<file path="config.mk">
export PLATFORM = sky130hd
export DESIGN_NAME = hash_counter_keystream_xor_unit
export DESIGN_NICKNAME = d
export VERILOG_FILES = /design/src/rtl/hcks_pkg.sv /design/src/rtl/hash_counter_keystream_xor_unit.sv /design/src/rtl/hcks_mix.sv /design/src/rtl/hcks_core.sv
export SDC_FILE = /design/constraint.sdc
export NUM_CORES = 2
export LEC_CHECK = 0
export ABC_CLOCK_PERIOD_IN_PS = 11900
export BUFFER_PORTS_ARGS = -buffer_cell sky130_fd_sc_hd__buf_2
export CAP_MARGIN = 20
export CORE_MARGIN = 2
export CORE_UTILIZATION = 30
export CTS_CLUSTER_SIZE = 24
export DETAILED_ROUTE_END_ITERATION = 7
export HOLD_SLACK_MARGIN = 0.05
export PLACE_DENSITY = 0.48
export SYNTH_ARGS = -nofsm -noshare
export SYNTH_HDL_FRONTEND = slang
export SYNTH_SLANG_ARGS = --single-unit
</file>
<file path="constraint.sdc">
create_clock -name clk -period 11.9 [get_ports clk]
set_clock_uncertainty 0.1 [all_clocks]
set_input_delay 2.38 -clock clk [delete_from_list [all_inputs] [get_ports clk]]
set_output_delay 2.38 -clock clk [all_outputs]
set_load 0.02 [all_outputs]
</file>
<file path="src/rtl/hcks_pkg.sv">
package hcks_pkg;

  typedef struct packed {
    logic [7:0] data_byte;
    logic       last_byte;
  } in_item_t;

  typedef struct packed {
    logic [7:0] out_byte;
    logic       out_last;
  } out_item_t;

  typedef enum logic [1:0] {
    ST_IDLE,
    ST_HASH,
    ST_FINISH,
    ST_OUT
  } state_t;

  localparam int NumKeyWords  = 4;
  localparam int BlockBytes   = 32;
  localparam int MsgBytes     = 40;
  localparam int NumRounds    = 12;
  localparam int StepsPerRnd  = 8;

  localparam logic [63:0] IV [8] = '{
    64'h6a09e667f3bcc908, 64'hbb67ae8584caa73b,
    64'h3c6ef372fe94f82b, 64'ha54ff53a5f1d36f1,
    64'h510e527fade682d1, 64'h9b05688c2b3e6c1f,
    64'h1f83d9abfb41bd6b, 64'h5be0cd19137e2179
  };

  localparam logic [63:0] ParamWord = 64'h0000000001010020;

  // message schedule, 10 rows of 16 word indexes
  localparam logic [3:0] SIGMA [10][16] = '{
    '{ 0, 1, 2, 3, 4, 5, 6, 7, 8, 9,10,11,12,13,14,15},
    '{14,10, 4, 8, 9,15,13, 6, 1,12, 0, 2,11, 7, 5, 3},
    '{11, 8,12, 0, 5, 2,15,13,10,14, 3, 6, 7, 1, 9, 4},
    '{ 7, 9, 3, 1,13,12,11,14, 2, 6, 5,10, 4, 0,15, 8},
    '{ 9, 0, 5, 7, 2, 4,10,15,14, 1,11,12, 6, 8, 3,13},
    '{ 2,12, 6,10, 0,11, 8, 3, 4,13, 7, 5,15,14, 1, 9},
    '{12, 5, 1,15,14,13, 4,10, 0, 7, 6, 3, 9, 2, 8,11},
    '{13,11, 7,14,12, 1, 3, 9, 5, 0,15, 4, 8, 6, 2,10},
    '{ 6,15,14, 9,11, 3, 0, 8,12, 2,13, 7, 1, 4,10, 5},
    '{10, 2, 8, 4, 7, 6, 1, 5,15,11, 9,14, 3,12,13, 0}
  };

  // v indexes a,b,c,d for each of the eight mixing steps of a round
  localparam logic [3:0] MIX_IDX [8][4] = '{
    '{0, 4,  8, 12}, '{1, 5,  9, 13}, '{2, 6, 10, 14}, '{3, 7, 11, 15},
    '{0, 5, 10, 15}, '{1, 6, 11, 12}, '{2, 7,  8, 13}, '{3, 4,  9, 14}
  };

  function automatic logic [63:0] rotr64(input logic [63:0] x, input int n);
    rotr64 = (x >> n) | (x << (64 - n));
  endfunction

endpackage

</file>
<file path="src/rtl/hash_counter_keystream_xor_unit.sv">
// Byte-wide counter-mode stream cipher on BLAKE2b-256: each output beat is the
// input byte XOR one keystream byte. A fresh 32-byte keystream block is made
// every 32 bytes, after a byte marked last, and after a key write, in the shared
// mixing unit (12 rounds x 8 steps x 2 halves plus start and finish) when the
// first byte of a block arrives; a new byte is taken only once the last result
// has left. Keys must be written only when idle; the unit does not enforce it.
module hash_counter_keystream_xor_unit
  import hcks_pkg::*;
(
  input  logic        clk,
  input  logic        rst_n,
  input  logic        in_valid,
  output logic        in_ready,
  input  in_item_t    in_data,
  output logic        out_valid,
  input  logic        out_ready,
  output out_item_t   out_data,
  input  logic        cfg_we,
  input  logic [1:0]  cfg_index,
  input  logic [63:0] cfg_wdata
);

  state_t       state_r, state_nxt;
  logic [255:0] key_r;
  logic [63:0]  counter_r, counter_nxt;
  logic [4:0]   offset_r, offset_nxt;
  logic         ks_valid_r, ks_valid_nxt;
  logic [255:0] ks_r;
  in_item_t     item_r;
  out_item_t    res_r;
  logic         start;
  logic         done;
  logic [255:0] digest;
  logic [7:0]   ks_byte;

  hcks_core u_core (
    .clk(clk), .rst_n(rst_n), .start(start), .key(key_r),
    .counter(counter_r), .done(done), .digest(digest)
  );

  assign ks_byte = ks_r[{offset_r, 3'b000} +: 8];

  // next state
  always_comb begin
    state_nxt = state_r;
    unique case (state_r)
      ST_IDLE:   if (in_valid) state_nxt = ks_valid_r ? ST_FINISH : ST_HASH;
      ST_HASH:   if (done) state_nxt = ST_FINISH;
      ST_FINISH: state_nxt = ST_OUT;
      ST_OUT:    if (out_ready) state_nxt = ST_IDLE;
      default:   state_nxt = ST_IDLE;
    endcase
  end

  // outputs
  always_comb begin
    in_ready  = (state_r == ST_IDLE);
    out_valid = (state_r == ST_OUT);
    start     = (state_r == ST_IDLE) && in_valid && !ks_valid_r;
  end

  // counter, offset and keystream validity
  always_comb begin
    counter_nxt  = counter_r;
    offset_nxt   = offset_r;
    ks_valid_nxt = ks_valid_r;
    if (state_r == ST_HASH && done) ks_valid_nxt = 1'b1;
    if (state_r == ST_FINISH) begin
      offset_nxt = offset_r + 5'd1;
      if (offset_r == 5'(BlockBytes - 1)) begin
        counter_nxt  = counter_r + 64'd1;
        ks_valid_nxt = 1'b0;
      end
      if (item_r.last_byte) begin
        counter_nxt  = '0;
        offset_nxt   = '0;
        ks_valid_nxt = 1'b0;
      end
    end
    if (cfg_we) ks_valid_nxt = 1'b0;
  end

  always_ff @(posedge clk) begin
    if (!rst_n) begin
      state_r    <= ST_IDLE;
      key_r      <= '0;
      counter_r  <= '0;
      offset_r   <= '0;
      ks_valid_r <= 1'b0;
    end else begin
      state_r    <= state_nxt;
      counter_r  <= counter_nxt;
      offset_r   <= offset_nxt;
      ks_valid_r <= ks_valid_nxt;
      if (cfg_we) key_r[64*cfg_index +: 64] <= cfg_wdata;
    end
  end

  // payload registers
  always_ff @(posedge clk) begin
    if (in_valid && in_ready) item_r <= in_data;
    if (state_r == ST_HASH && done) ks_r <= digest;
    if (state_r == ST_FINISH) begin
      res_r.out_byte <= item_r.data_byte ^ ks_byte;
      res_r.out_last <= item_r.last_byte;
    end
  end

  assign out_data = res_r;

endmodule

</file>
<file path="src/rtl/hcks_mix.sv">
// one half of the mixing step: three adds, two xors and two rotations
module hcks_mix
  import hcks_pkg::*;
(
  input  logic        second_half,
  input  logic [63:0] a_in,
  input  logic [63:0] b_in,
  input  logic [63:0] c_in,
  input  logic [63:0] d_in,
  input  logic [63:0] m_in,
  output logic [63:0] a_out,
  output logic [63:0] b_out,
  output logic [63:0] c_out,
  output logic [63:0] d_out
);

  logic [63:0] dx;
  logic [63:0] bx;

  always_comb begin
    a_out = a_in + b_in + m_in;
    dx    = d_in ^ a_out;
    d_out = second_half ? rotr64(dx, 16) : rotr64(dx, 32);
    c_out = c_in + d_out;
    bx    = b_in ^ c_out;
    b_out = second_half ? rotr64(bx, 63) : rotr64(bx, 24);
  end

endmodule

</file>
<file path="src/rtl/hcks_core.sv">
// compression engine: 12 rounds x 8 steps x 2 halves through one shared mix unit
module hcks_core
  import hcks_pkg::*;
(
  input  logic         clk,
  input  logic         rst_n,
  input  logic         start,
  input  logic [255:0] key,
  input  logic [63:0]  counter,
  output logic         done,
  output logic [255:0] digest
);

  logic [63:0] v_r [16];
  logic [63:0] v_nxt [16];
  logic [3:0]  round_r, round_nxt;
  logic [2:0]  step_r, step_nxt;
  logic        half_r, half_nxt;
  logic        busy_r, busy_nxt;
  logic        done_r, done_nxt;
  logic [63:0] m [16];
  logic [3:0]  ai, bi, ci, di, mi;
  logic [3:0]  srow;
  logic [63:0] a_o, b_o, c_o, d_o;

  // message words: key, counter, then zeros
  always_comb begin
    for (int i = 0; i < 16; i++) m[i] = '0;
    for (int i = 0; i < NumKeyWords; i++) m[i] = key[64*i +: 64];
    m[4] = counter;
  end

  always_comb begin
    srow = (round_r >= 4'd10) ? round_r - 4'd10 : round_r;
    ai = MIX_IDX[step_r][0];
    bi = MIX_IDX[step_r][1];
    ci = MIX_IDX[step_r][2];
    di = MIX_IDX[step_r][3];
    mi = SIGMA[srow][{step_r, half_r}];
  end

  hcks_mix u_mix (
    .second_half(half_r),
    .a_in(v_r[ai]), .b_in(v_r[bi]), .c_in(v_r[ci]), .d_in(v_r[di]),
    .m_in(m[mi]),
    .a_out(a_o), .b_out(b_o), .c_out(c_o), .d_out(d_o)
  );

  // sequencer and working vector
  always_comb begin
    v_nxt     = v_r;
    round_nxt = round_r;
    step_nxt  = step_r;
    half_nxt  = half_r;
    busy_nxt  = busy_r;
    done_nxt  = 1'b0;
    if (start) begin
      for (int i = 0; i < 8; i++) begin
        v_nxt[i]     = IV[i];
        v_nxt[i + 8] = IV[i];
      end
      v_nxt[0]  = IV[0] ^ ParamWord;
      v_nxt[12] = IV[4] ^ 64'(MsgBytes);
      v_nxt[14] = ~IV[6];
      round_nxt = '0;
      step_nxt  = '0;
      half_nxt  = 1'b0;
      busy_nxt  = 1'b1;
    end else if (busy_r) begin
      v_nxt[ai] = a_o;
      v_nxt[bi] = b_o;
      v_nxt[ci] = c_o;
      v_nxt[di] = d_o;
      half_nxt  = ~half_r;
      if (half_r) begin
        step_nxt = step_r + 3'd1;
        if (step_r == 3'(StepsPerRnd - 1)) begin
          if (round_r == 4'(NumRounds - 1)) begin
            busy_nxt = 1'b0;
            done_nxt = 1'b1;
          end else begin
            round_nxt = round_r + 4'd1;
          end
        end
      end
    end
  end

  always_ff @(posedge clk) begin
    v_r     <= v_nxt;
    round_r <= round_nxt;
    step_r  <= step_nxt;
    half_r  <= half_nxt;
    if (!rst_n) begin
      busy_r <= 1'b0;
      done_r <= 1'b0;
    end else begin
      busy_r <= busy_nxt;
      done_r <= done_nxt;
    end
  end

  // feed-forward into the chaining value, first four words only
  always_comb begin
    for (int i = 0; i < 4; i++) begin
      logic [63:0] h0;
      h0 = (i == 0) ? (IV[0] ^ ParamWord) : IV[i];
      digest[64*i +: 64] = h0 ^ v_r[i] ^ v_r[i + 8];
    end
  end

  assign done = done_r;

endmodule

</file>
Word-level counts from Yosys, hierarchy flattened. Memory sizes are Yosys's and may differ from the RTL's. Index checks and enable logic that the tools add are counted. Widths: inputs -> output; s select.

$add $sub $neg: 9. $lt $le $gt $ge: 13. Eq/ne operators: 9. Shift operators: 3. Muxes and demuxes: 56. Bitwise operators: 28. Reductions and logical operators: 16.

Operators with widths (number): $bwmux 1024 (4); $bmux 64 s4 (5); $mux 64 (20); $demux 64 s4 (4); $xor 64x64->64 (6); $bwmux 256 (1); $shift 64x34->256 const A (1); $shiftx 256x9->8 (1); $shiftx 64x34->256 (1); $add 64x64->64 (3); $not 38->38 (2); $add 64x1->64 const B (1); $or 1x64->64 (1); $or 32x64->64 (1); $or 40x64->64 (1); $or 48x64->64 (1); $ge 5x5->1 const B (7); $not 35->35 (1); $not 4->5 (7); $neg 8->34 (1); $not 33->33 (1); $mux 16 (2); $lt 5x1->1 const B (4); $bmux 4 s4 (1); 29 further kinds (57).

Register bits: 1636. Bits in read-only memories: 1152. Input bits: 80. Memories: 2.

Memories: (no name shown) (depth 16, bits a word 64, read ports 1, clocked after Yosys merged registers in 0, write ports 0, RTL line hcks_core.sv:39) `mi = SIGMA[srow][{step_r, half_r}];`; (no name shown) (depth 8, bits a word 16, read ports 1, clocked after Yosys merged registers in 0, write ports 0, RTL line hcks_core.sv:38) `di = MIX_IDX[step_r][3];`.

Logic depth before layout (Yosys ltp).
Word-level depth: 24. Mapped depth: 50.

By module. A second synthesis with hierarchy kept.

Cell total of the unflattened synthesis: 9109. Area total of the unflattened synthesis: 84703.7 um^2.

By module, submodules not included: hcks_core (times used 1, cells an instance 5779, area an instance 50158.1 um^2, seq. area each 20699.9 um^2); hash_counter_keystream_xor_unit (times used 1, cells an instance 1725, area an instance 22756.8 um^2, seq. area each 14794.2 um^2); hcks_mix (times used 1, cells an instance 1605, area an instance 11788.8 um^2, seq. area each 0.0 um^2).

Worst setup path after synthesis. Ideal clock, no wire load.

Path kind: reg2reg. Start: reg u_core.round_r[0]. End: reg u_core.v_r[565] (netlist name). Data arrival time: 10.775 ns. Required time: 11.680 ns. Path slack: 0.906 ns. Cell stages (with the launch flop): 47. Path buffers: 5. Period minus slack after synthesis: 10.994 ns. Cell sequence: dfxtp_1 -> buf_2 -> inv_1 -> ha_1 -> o21bai_1 -> mux2i_4 -> ha_1 -> clkbuf_1 -> o31ai_2 -> a211o_1 -> o31ai_1 -> a311oi_2 -> nor3_2 -> buf_2 -> buf_2 -> clkbuf_1 -> nor2_1 -> a21oi_1 -> [... 11 more ...] -> or3b_2 -> xor2_1 -> xnor2_1 -> a21oi_1 -> inv_1 -> fa_1 -> nand3b_1 -> a21boi_0 -> o2111ai_1 -> a21oi_1 -> o31ai_1 -> o31ai_2 -> a2111oi_2 -> o31ai_1 -> xor2_1 -> xnor2_1 -> a211oi_1 -> a211o_1.

Cells in the longest elaborated chain, start to end: 24. Elaborated cells between the ends (all ways): 28. Classes of those cells: add/sub: 3; order compare: 1; mux: 15; bitwise: 8; memory: 1.

Ends and longest elaborated chain: start: declaration (RTL line hcks_core.sv:16) `logic [3:0] round_r, round_nxt;`; start signal: assignment (RTL line hcks_core.sv:91) `round_r <= round_nxt;`; $sub 4x4->4 / $ge 4x4->1 (equally long branches) (RTL line hcks_core.sv:34) `srow = (round_r >= 4'd10) ? round_r - 4'd10 : round_r;`; $mux 4 * (RTL line hcks_core.sv:34); $not 4->5 (not written as such) * (RTL line hcks_core.sv:39); $mem_v2 16x64 *; $mux 64 (not written as such) * (2 in series) (RTL line hcks_core.sv:39); $bmux 4 s4 * (RTL line hcks_core.sv:39); $mux 4 (not written as such) * (2 in series) (RTL line hcks_core.sv:39); $not 4->5 (not written as such) * (RTL line hcks_core.sv:45) `.m_in(m[mi]),`; [... 6 more ...]; $mux 64 (RTL line hcks_mix.sv:23) `d_out = second_half ? rotr64(dx, 16) : rotr64(dx, 32);`; $add 64x64->64 (RTL line hcks_mix.sv:24) `c_out = c_in + d_out;`; $xor 64x64->64 (RTL line hcks_mix.sv:25) `bx = b_in ^ c_out;`; $or 40x64->64 / $or 1x64->64 (equally long branches) (RTL line hcks_pkg.sv:56) `rotr64 = (x >> n) | (x << (64 - n));`; $mux 64 (RTL line hcks_mix.sv:26) `b_out = second_half ? rotr64(bx, 63) : rotr64(bx, 24);`; $bwmux 1024 (RTL line hcks_core.sv:71) `v_nxt[bi] = b_o;`; $bwmux 1024 (RTL line hcks_core.sv:72) `v_nxt[ci] = c_o;`; $bwmux 1024 * (RTL line hcks_core.sv:73) `v_nxt[di] = d_o;`; end signal: assignment (RTL line hcks_core.sv:90) `v_r <= v_nxt;`; end: declaration (RTL line hcks_core.sv:14) `logic [63:0] v_r [16];`.

Mark *: on every way between the ends. The rest lies on a longest branch, timed or not. The select of a mux whose other input is x is not followed. A chain may end at the register's enable or synchronous reset.

Worst setup path after layout.
Start: reg u_core.round_r[0]. End: reg u_core.v_r[619] (netlist name).

Same word-level chain as after synthesis.

==> impl_summary.md <==
Logic synthesis
Counting every instance in the synthesized netlist gives ~9000. In this run, synthesis inferred about 270 flip-flops with an integrated enable. For this run, the leading register cell type out of synthesis is dfxtp_1. The share of the Yosys chip area taken by registers is 0.422. The post-synthesis instance area is between 80000 and 90000 um^2. Counting flops with an async set or reset pin after synthesis yields a share of 0. For this run, the number of Yosys warnings is 0. The post-synth net total is roughly 9300. The synthesized area per cell is 9.38 um^2. Counting distinct cell types in the post-synthesis netlist gives just over 100. In this run, synthesis produced a sequential element count of 1636.

Floorplan
The starting utilization of the core area is 0.301. The die outline height is roughly 530 um. The floorplan has 194 rows. The floorplan core area is around 280000 um^2. From left edge to right edge, the die measures about 530 um. The floorplan step defined a die boundary enclosing 284000 um^2. In this run the count of I/O pins placed on the die edge is a little over 90.

STA
The number of hold violations in the final report is 0. Setup repair after global routing left no endpoint under its margin. Derived from the worst setup path, the maximum achievable clock frequency is between 80 and 90 MHz. The headroom to the max-slew limit is 0.204. The routed design could run at a clock period as short as between 10 and 15 ns. Setup violations remaining at the end of the flow were counted as 0.

The actual transition at the worst max-transition pin is between 1 and 1.5 ns. The number of pins with negative max-slew slack in the final report is 0. In the finished design, the share of the clock period the worst path needs comes to 0.962.

Detailed routing
The detailed-route vias per instance is 5.43. The via count is 73000. Once detail routing completed, the nets flagged for antenna violations numbered 0. The total wirelength of the detailed-routed design is roughly 370 mm. The number of remaining DRC errors is 0.

The per-cell routed wire length is about 28 um. The detailed router finished its first iteration with around 8000 violations. The detailed-routing iteration count for the pre-antenna-repair pass is 5.

Global routing
The global routing usage on met3 is 0.0467. Summed over all layers, the global routing overflow is 0. For met1 alone, demand over resource in global routing was 0.340. The met2 track demand over resource is 0.394. The most congested layer reported by global routing is met2. The via count of the first global-routing pass is ~70000. The initial antenna violation count is 33. For this run, the total global-route usage over all layers was measured as 0.253. The wire length of the first global-routing pass is 522 mm. Entering global routing, the biggest net connects 168 pins.

Cells and area
The synthesis-to-layout area growth is 20.2%. The utilization after layout is 0.362. In the final layout, the share of cells above drive strength 1 is 0.204. The filler cell count is about 28000. The count of nets after finishing is 9845.

Setup path
The most numerous cell type found on the critical path is buf_4. The endpoint identified for the worst register-to-register timing path is u_core.v_r[619]. Setup slack on the worst reg-to-reg path comes out at roughly 0.46 ns.

STA classifies the critical path startpoint as a flip-flop. The number of cell instances on the worst register-to-register path is 55. The cell at the slowest stage of the critical path is fa_1.

The worst setup path is of the flip-flop to flip-flop kind. STA puts the critical path data required time at about 13 ns. For this run, the slowest stage of the critical path takes roughly 0.48 ns.

The startpoint identified for the worst register-to-register timing path is u_core.round_r[0]. The worst setup path is captured at a flip-flop. The highest fanout seen on the critical path is 19. For the worst setup path, the data arrival time is about 12 ns.

Min path
The capture endpoint of the worst hold path is u_core.v_r[77]. The worst hold path startpoint is u_core.v_r[77]. The worst hold path belongs to the class flip-flop to flip-flop. The worst hold path passes through 2 cells.

Clock network
The clock network latency to the later pin of the worst-skew pair is 0.88 ns. Clock tree synthesis found a total of between 1500 and 2000 sinks. The H-tree generated during clock tree synthesis spans 4 levels. After clock tree synthesis, the clock-pin slew on the worst setup and hold paths is about 0.060 ns.

The maximum number of buffers from clock root to sink is 3. The number of buffers inserted during clock tree synthesis is around 180. TritonCTS built the clock tree. The buffer cell driving the clock tree root is clkbuf_16.

Place
The last weighted congestion value of the routability-driven placer is between 0.9 and 1. The detailed placer's ending HPWL is 269 mm. The count of port buffers added during placement is 90.

Job
Across the run, the number of max-cap violations was 0.

Status
The flow ran to the end, and the final reports show no timing, DRC or antenna violations.
-- worst max-delay path by stage --
stage               cells after the start  slack [ns]               to              start
floorplan                              46        0.91  u_core.v_r[565]  u_core.round_r[0]
global placement                       55       -0.72  u_core.v_r[541]  u_core.round_r[0]
detailed placement                     55       -0.55  u_core.v_r[541]  u_core.round_r[0]
CTS                                    51        0.02  u_core.v_r[740]  u_core.round_r[1]
global route                           52       0.003  u_core.v_r[613]  u_core.round_r[0]
finish                                 55        0.46  u_core.v_r[619]  u_core.round_r[0]
-- flip-flops by register name (all words and copies together) (netlist names) --
signal	count
offset_r	5
out_data	9
u_core.busy_r	1
u_core.v_r	1024
u_core.half_r	1
counter_r	64
u_core.done	1
u_core.step_r	3
u_core.round_r	4
item_r	9
ks_r	256
key_r	256
state_r	2
ks_valid_r	1
-- per-layer routing --
metal | up-vias | wire, um
met1 | 36400 | 158000
met5 | - | 77
met3 | 607 | 29000
met4 | 8 | 18600
li1 | 33000 | -
met2 | 2998 | 165000
-- cells in the final DEF, fill, tap and decap left out, types with 81 or more instances in the layout --
master	instances
dfxtp_1	1356
nand2_1	1301
buf_4	931
a21oi_1	725
nor2_1	543
o21ai_0	357
mux4_2	331
a22oi_1	322
o211ai_1	313
inv_1	312
xnor2_1	302
nor2b_1	277
nand3_1	275
edfxtp_1	274
xor2_1	233
clkbuf_16	189
ha_1	159
a21o_1	130
mux2i_1	112
buf_2	89
mux2_2	81
-- metrics by stage --
| stage | cell area (um^2) | setup TNS (ns) | std cells | setup WS [ns] | hold slack (ns) |
|---|---|---|---|---|---|
| 6_report | 101000 | 0 | 13400 | 0.458 | 0.350 |
| 2_1_floorplan | 84100 | 0 | 8962 | 0.906 | 0.326 |
| 4_1_cts | 101000 | 0 | 13400 | 0.0200 | 0.353 |
| 3_3_place_gp | 94600 | -71.53 | 13100 | -0.720 | 0.337 |
| 3_5_place_dp | 94600 | -39.19 | 13100 | -0.550 | 0.345 |
| 5_1_grt | 101000 | 0 | 13400 | 0.00348 | 0.365 |
-- cell families (layout without fill, tap and decap cells) --
| logic type | count (synthesis) | after routing | synth area share |
|---|---|---|---|
| compound gates | 2244 | 2244 | 0.171 |
| xor+xnor | 563 | 563 | 0.0609 |
| fa+ha+maj | 225 | 225 | 0.0393 |
| buf+inv | 984 | 1721 | 0.0450 |
| flops | 1636 | 1636 | 0.422 |
| mux | 530 | 530 | 0.114 |
| other cells | 0 | 8 | 0 |
| simple gates | 2780 | 2780 | 0.148 |
-- synth_stat cells, types with 117 or more instances --
master / count / area [um^2]
ha_1: 160 / 2000
a21o_1: 131 / 983
nor2b_1: 278 / 1740
a22oi_1: 322 / 2420
o21ai_0: 371 / 1860
xnor2_1: 311 / 2720
dfxtp_1: 1362 / 27300
mux4_2: 331 / 7450
xor2_1: 238 / 2080
nor2_1: 554 / 2080
nand3_1: 287 / 1440
a21oi_1: 732 / 3660
edfxtp_1: 274 / 8230
nand2_1: 1315 / 4940
clkbuf_1: 565 / 2120
o211ai_1: 313 / 2350
mux2i_1: 117 / 1170
inv_1: 314 / 1180
-- layout make-up --
| cell class | count | area (um^2) | share of cell area |
|---|---|---|---|
| Clock inverter | 60 | 543 | 0.00537 |
| Timing Repair Buffer | 1060 | 8160 | 0.0807 |
| Tap cell | 3724 | 4660 | 0.0461 |
| Inverter | 316 | 1190 | 0.0118 |
| Clock buffer | 285 | 5490 | 0.0543 |
| Multi-Input combinational cell | 6342 | 45500 | 0.450 |
| Antenna cell | 8 | 20.0 | 0.000198 |
| Sequential cell | 1636 | 35500 | 0.351 |
-- repair_timing --
| item | 4_1_cts | 5_1_grt |
|---|---|---|
| pin swaps | 1 | 9 |
| hold endpoints to repair | 0 | 0 |
| hold buffers | 0 | 0 |
| gates resized for setup | 18 | 65 |
| setup endpoints to repair | 234 | 340 |
| buffers inserted | 1 | 1 |
-- worst max-delay path: cells and delay by family (launching register included) --
family | cells | cell delay [ns]
compound gates | 16 | 3.41
xor+xnor | 4 | 0.74
fa+ha+maj | 5 | 1.41
buf+inv | 17 | 2.61
flops | 1 | 0.33
mux | 3 | 0.84
simple gates | 10 | 1.83
Power is left out: the tool's default activity adds up to more than one toggle a clock period on the data nets, which glitch-free logic cannot reach.
